**config.mk**
```make
export PLATFORM = sky130hd
export DESIGN_NAME = bhmap_ctrl
export DESIGN_NICKNAME = d
export VERILOG_FILES = /design/src/rtl/core/bhmap_pkg.sv /design/src/rtl/core/bhmap_ctrl.sv
export SDC_FILE = /design/constraint.sdc
export NUM_CORES = 1
export LEC_CHECK = 0
export ABC_CLOCK_PERIOD_IN_PS = 1900
export BUFFER_PORTS_ARGS = -buffer_cell sky130_fd_sc_hd__clkbuf_2
export CAP_MARGIN = 10
export CORE_AREA = 4 4 41 43
export DETAILED_ROUTE_END_ITERATION = 7
export DIE_AREA = 0 0 45 47
export PLACE_DENSITY = 0.69
export RECOVER_POWER = 100
export SYNTH_ARGS = -nofsm -noshare
export SYNTH_HDL_FRONTEND = slang
export SYNTH_SLANG_ARGS = --single-unit
```
**constraint.sdc**
```tcl
create_clock -name clock -period 1.9 [get_ports clock]
set_input_delay 0.095 -clock clock [delete_from_list [all_inputs] [get_ports clock]]
set_output_delay 0.095 -clock clock [all_outputs]
set_load 0.03 [all_outputs]
```
**src/rtl/core/bhmap_pkg.sv**
```systemverilog
package bhmap_pkg;

   localparam int BUCKETS  = 1024;
   localparam int WAYS     = 4;
   localparam int KEY_W    = 20;
   localparam int VAL_W    = 31;
   localparam int BUCKET_W = $clog2(BUCKETS);
   localparam int WAY_W    = (WAYS > 1) ? $clog2(WAYS) : 1;

   typedef enum logic [1:0] {
      MODE_PUT    = 2'd0,
      MODE_GET    = 2'd1,
      MODE_REMOVE = 2'd2
   } mode_type;

   typedef struct packed {
      logic [1:0]       mode;
      logic [KEY_W-1:0] key;
      logic [VAL_W-1:0] value;
   } req_type;

   typedef struct packed {
      logic             found;
      logic [VAL_W-1:0] read_value;
      logic             bucket_full;
   } rsp_type;

   typedef struct packed {
      logic             valid;
      logic [KEY_W-1:0] key;
      logic [VAL_W-1:0] value;
   } slot_type;

   typedef slot_type [WAYS-1:0] row_type;

   typedef enum logic [1:0] {
      ST_CLEAR,
      ST_IDLE,
      ST_EXEC
   } state_type;

   typedef struct packed {
      logic                clear_we;
      logic [BUCKET_W-1:0] clear_row;
      logic                capture;
      logic                execute;
   } ctrl_cmd_type;

endpackage

```
**src/rtl/core/bhmap_ctrl.sv**
```systemverilog
module bhmap_ctrl (
   input  logic                  clock,
   input  logic                  reset,
   input  logic                  start,
   output logic                  busy,
   output bhmap_pkg::ctrl_cmd_type cmd
);
   import bhmap_pkg::*;

   state_type           state_ff, state_in;
   logic [BUCKET_W-1:0] clear_row_ff, clear_row_in;

   always_ff @(posedge clock) begin
      if (reset) begin
         state_ff     <= ST_CLEAR;
         clear_row_ff <= '0;
      end else begin
         state_ff     <= state_in;
         clear_row_ff <= clear_row_in;
      end
   end

   always_comb begin
      state_in      = state_ff;
      clear_row_in  = clear_row_ff;
      busy          = 1'b1;
      cmd.clear_we  = 1'b0;
      cmd.clear_row = clear_row_ff;
      cmd.capture   = 1'b0;
      cmd.execute   = 1'b0;
      unique case (state_ff)
         ST_CLEAR: begin
            cmd.clear_we = 1'b1;
            clear_row_in = clear_row_ff + 1'b1;
            if (clear_row_ff == BUCKET_W'(BUCKETS - 1)) begin
               state_in = ST_IDLE;
            end
         end
         ST_IDLE: begin
            busy = 1'b0;
            if (start) begin
               cmd.capture = 1'b1;
               state_in    = ST_EXEC;
            end
         end
         ST_EXEC: begin
            cmd.execute = 1'b1;
            state_in    = ST_IDLE;
         end
         default: begin
            state_in = ST_IDLE;
         end
      endcase
   end

endmodule

```
======== Word level (Yosys, flattened, before mapping) ========
Cells that the tools add are included.
storage, ports and cells
  flip-flop bits (word level) ............. 12
  input bits .............................. 3
  word-level logic and storage cells ...... 18
operators by class
  $add $sub $neg .......................... 1
  equality and inequality tests ........... 5
  multiplexer cells ....................... 8
  reduce and logical (&&, ||, !) cells .... 2
operators with widths
  cell                   count
  $add 10x1->10 const B  1
  $eq 10x10->1 const B   1
  $mux 1                 5
  $mux 2                 2
  $ne 2x2->1 const B     2
  $pmux 2 s2             1
  $eq 2x1->1 const B     1
  $eq 2x2->1 const B     1
  $logic_not 2->1        1
  $reduce_and 2->1       1

======== Logic depth before layout (Yosys ltp) ========
  word-level depth ........................ 3
  mapped depth ............................ 4
  depth with buffers taken out ............ 4

======== Least setup slack after synthesis ========
Ideal clock, no wire load.
  kind .................................... register to register
  start point ............................. register clear_row_ff[0]
  end point ............................... register clear_row_ff[8]
  library setup time ...................... 0.071 ns
  arrival time ............................ 1.481 ns
  data required time ...................... 1.829 ns
  path slack .............................. 0.349 ns
  cell stages (with the launch flop) ...... 5
  path buffers ............................ 0
  cells stage by stage .................... dfxtp_1 -> ha_1 -> nand4bb_4 -> or4_1 -> a21oi_1
between the ends
  word-level cells in the longest chain between the ends .. 1
RTL lines
  item                    line              text
  start, declared         bhmap_ctrl.sv:11  logic [BUCKET_W-1:0] clear_row_ff, clear_row_in;
  start signal, assigned  bhmap_ctrl.sv:19  clear_row_ff <= clear_row_in;
  $add 10x1->10           bhmap_ctrl.sv:34  clear_row_in = clear_row_ff + 1'b1;
Every way passes these cells.
A chain may end at the register's enable or synchronous reset.

======== Worst setup path after layout ========
Ends and elaborated chain as after synthesis.

==> summary.md <==
| Metric | Value |
|---|---|
| Final Cell Area | `670.6 um^2` |
| DRT iter0 DRCs | `8` |
| I/O pins | `17` |
| Critical Path AT | `1.74 ns` |
| Fin cells | `99` |
| GPL Wtd Cong | `0.7532` |
| H-tree depth | `1` |
| Tmin final | `1.540 ns` |
| Fraction of synthesis flops using an asynchronous set or reset pin | `0%` |
| Worst skew pair latency | `0.27 ns` |
| Yosys top cell area share | `41.47%` |
| FF+latch area | `240.2 um^2` |
| Worst Hold Class | `input pin to register` |
| Row count | `13` |
| Area contributors post-synth | `dfxtp_1 41%, a21oi_1 6.0%, mux2_2 5.8%, nor2_1 5.2%, nand4bb_4 4.8%` |
| Cells after DPL | `95` |
| Sum Neg Setup Slack | `0 ns` |
| Clock net sink count | `12` |
| Rel. slew slack | `75.08%` |
| Vias in the first global route | `398` |
| Endpoint class of the critical path | `register` |
| Finish-stage setup viols | `0` |
| Setup bufs post-CTS | `0` |
| Initial Util | `around 45%` |
| Post-synth top cells | `12 x dfxtp_1, 8 x nor2_1, 7 x a21oi_1` |
| Max VDD drop | `0.5128 mV` |
| Reg2Reg Capture Point | `clear_row_ff[8]` |
| Global Route Usage Sum | `roughly an eighth` |
| CTS resizes | `0` |
| Fin nets | `89` |
| Drt pass-1 iters | `4` |
| Crit Reg-Reg Startpoint | `clear_row_ff[0]` |
| Syn nets | `69` |
| Fin. Hold Viols | `0` |
| Max clock buf depth | `2` |
| Cells on worst reg2reg path | `4` |
| Yosys reg bits | `12` |
| Pwr/cell area | `744.1 mW/mm^2` |
| R2R Setup Slk | `0.36 ns` |
| CTS Root Buffer Type | `clkbuf_4` |
| Drt wl/cell | `11.31 um` |
| EDFF count, synth | `0` |
| Largest area contributor in the netlist | `dfxtp_1` |
| Max incr delay on CP | `0.46 ns` |
| Pleak | `0.2266 nW` |
| Initial antenna violation count | `0` |
| Crit path kind | `register to register` |
| Dpl cell area | `674.4 um^2` |
| Max FO, Critical Path | `6` |
| DR vias | `between 400 and 500` |
| Area of the multi-input gates | `approximately 300 um^2` |
| Seq/Total Area, Yosys | `between 40% and 50%` |
| DP HPWL | `869.6 um` |
| Layout cells sized above 1 | `10.71%` |
| FMAX | `~650 MHz` |
| Critical Path Stages | `4` |
| CP bufs+invs | `0` |
| CTS buffer count | `3` |
| Core footprint | `between 0.001 and 0.0015 mm^2` |
| YS warnings | `0` |
| # hold bufs at CTS | `0` |
| WP data required | `2.10 ns` |
| CP delay by family, top | `simple AND/OR/NAND/NOR gates` |
| Vias per cell | `~5.0` |
| MaxCap Viol Count | `0` |
| Largest net degree at the start of global routing | `16` |
| RSZ-0062 raised after global routing | `no` |
| Least-Margin Pin Slew | `0.3754 ns` |
| First-pass GRT wire length | `~1800 um` |
| Remaining DRCs | `0` |
| Area Overhead vs Synth | `15.77%` |
| Clock-pin slew on the worst setup and hold paths | `0.07 ns` |
| Total gr overflow | `0` |
| CP Launch Type | `register` |
| Post-synthesis cell count | `65` |
| Die area | `0.002115 mm^2` |
| Port Buf Inserts | `16` |
| Cell variety after synth | `23` |
| Filler cells | `roughly 140` |
| Ant. Diodes | `0` |
| Synthesized cell area | `579.3 um^2` |
| CTS tree | `built` |
| Top FF cell, synth | `dfxtp_1` |
| Mean Syn Cell Area | `approximately 8.9 um^2` |
| Final Cycle Share | `81.07%` |
| Critical Path Sink | `clear_row_ff[8]` |
| Setup Skew | `0.001392 ns` |
| Status | `complete, no violations` |
| Die width | `45 um` |
| Fin. max-slew vios | `0` |
| Worst-path cell chain | `ha_1, nand4bb_1, or4_1, a21oi_1` |
| Chip height | `47 um` |
| CP max stage cell | `or4_1` |
| Critical Path Source | `clear_row_ff[0]` |
| ANT nets after route | `0` |
| Most common cell in the netlist | `dfxtp_1` |
| Drt total wl | `1120 um` |
cell families after synthesis:
family,after synthesis,synth area share (%)
XOR/XNOR,2,3.024
AND/OR/NAND/NOR,30,33.48
multiplexers,3,5.831
AO/OA/AOI/OAI,12,10.80
adder cells (fa/ha/maj),1,2.159
flip-flops,12,41.47
buffers and inverters,5,3.238
worst register-to-register path: cells and delay by family, from the launching register on:
| family | cells | cell delay, ns |
|---|---|---|
| AO/OA/AOI/OAI | 1 | 0.15 |
| adder cells (fa/ha/maj) | 1 | 0.21 |
| flip-flops | 1 | 0.40 |
| AND/OR/NAND/NOR | 2 | 0.70 |
stage by stage:
stage               utilization [%]  setup slack, ns  power, mW  hold WS [ns]
finish                        51.54           0.3597     0.4990       0.08064
floorplan                         -           0.3488     0.2992        0.2595
global placement              51.83           0.4940     0.3116        0.3652
detailed placement            51.83           0.4245     0.3125        0.3629
global route                  51.54           0.2325     0.5238       0.07481
CTS                           54.62           0.4049     0.5098       0.07464
layout by cell type, fill, tap and decap left out:
master     instances
a21oi_1            7
nor3b_1            1
dfxtp_1           12
nand4b_1           1
o21ai_0            4
clkbuf_8           1
nor2_1             8
mux2_2             3
or3_1              4
nor4_1             1
nand4bb_1          2
nor2b_1            3
clkbuf_2           2
clkbuf_1          14
inv_1              4
nor3_1             3
nand3_1            1
nand4_1            1
xnor2_1            2
clkbuf_4           3
or4_1              1
o31ai_1            1
ha_1               1
nand2_1            3
or2b_1             1
cell type report:
cell class / count / area share, %
Clock buffer: 4 / 5.410
Inverter: 4 / 2.239
Multi-Input combinational cell: 48 / 44.40
Sequential cell: 12 / 35.82
Tap cell: 15 / 2.799
Timing Repair Buffer: 16 / 9.328
state kept, by name, summed over array words and instances, names as in the netlist:
name          cells
state_ff          2
clear_row_ff     10
where the power goes:
group / total [mW] / internal [mW] / switching, mW
combinational: 0.0390 / 0.0117 / 0.0273
sequential: 0.264 / 0.257 / 0.00693
clock: 0.196 / 0.116 / 0.0797
total: 0.499 / 0.385 / 0.114
per-layer routing:
| metal | GRT usage, % | share of wire (%) |
|---|---|---|
| met1 | 14.81 | 48 |
| met2 | 17.51 | 45 |
| met3 | 5.747 | 7.1 |
| met4 | 3.509 | 0 |
| met5 | 0 | 0 |
how the worst min path moves through the flow:
stage | endpoint | depth (start not counted) | slack, ns | startpoint
6_report | state_ff[1] | 3 | 0.08 | start
5_1_grt | state_ff[1] | 3 | 0.07 | start
4_1_cts | state_ff[1] | 3 | 0.07 | start
3_5_place_dp | state_ff[1] | 3 | 0.36 | start
3_3_place_gp | state_ff[1] | 3 | 0.37 | start
2_1_floorplan | state_ff[1] | 2 | 0.26 | start
Power figures use the tool's default switching activity.
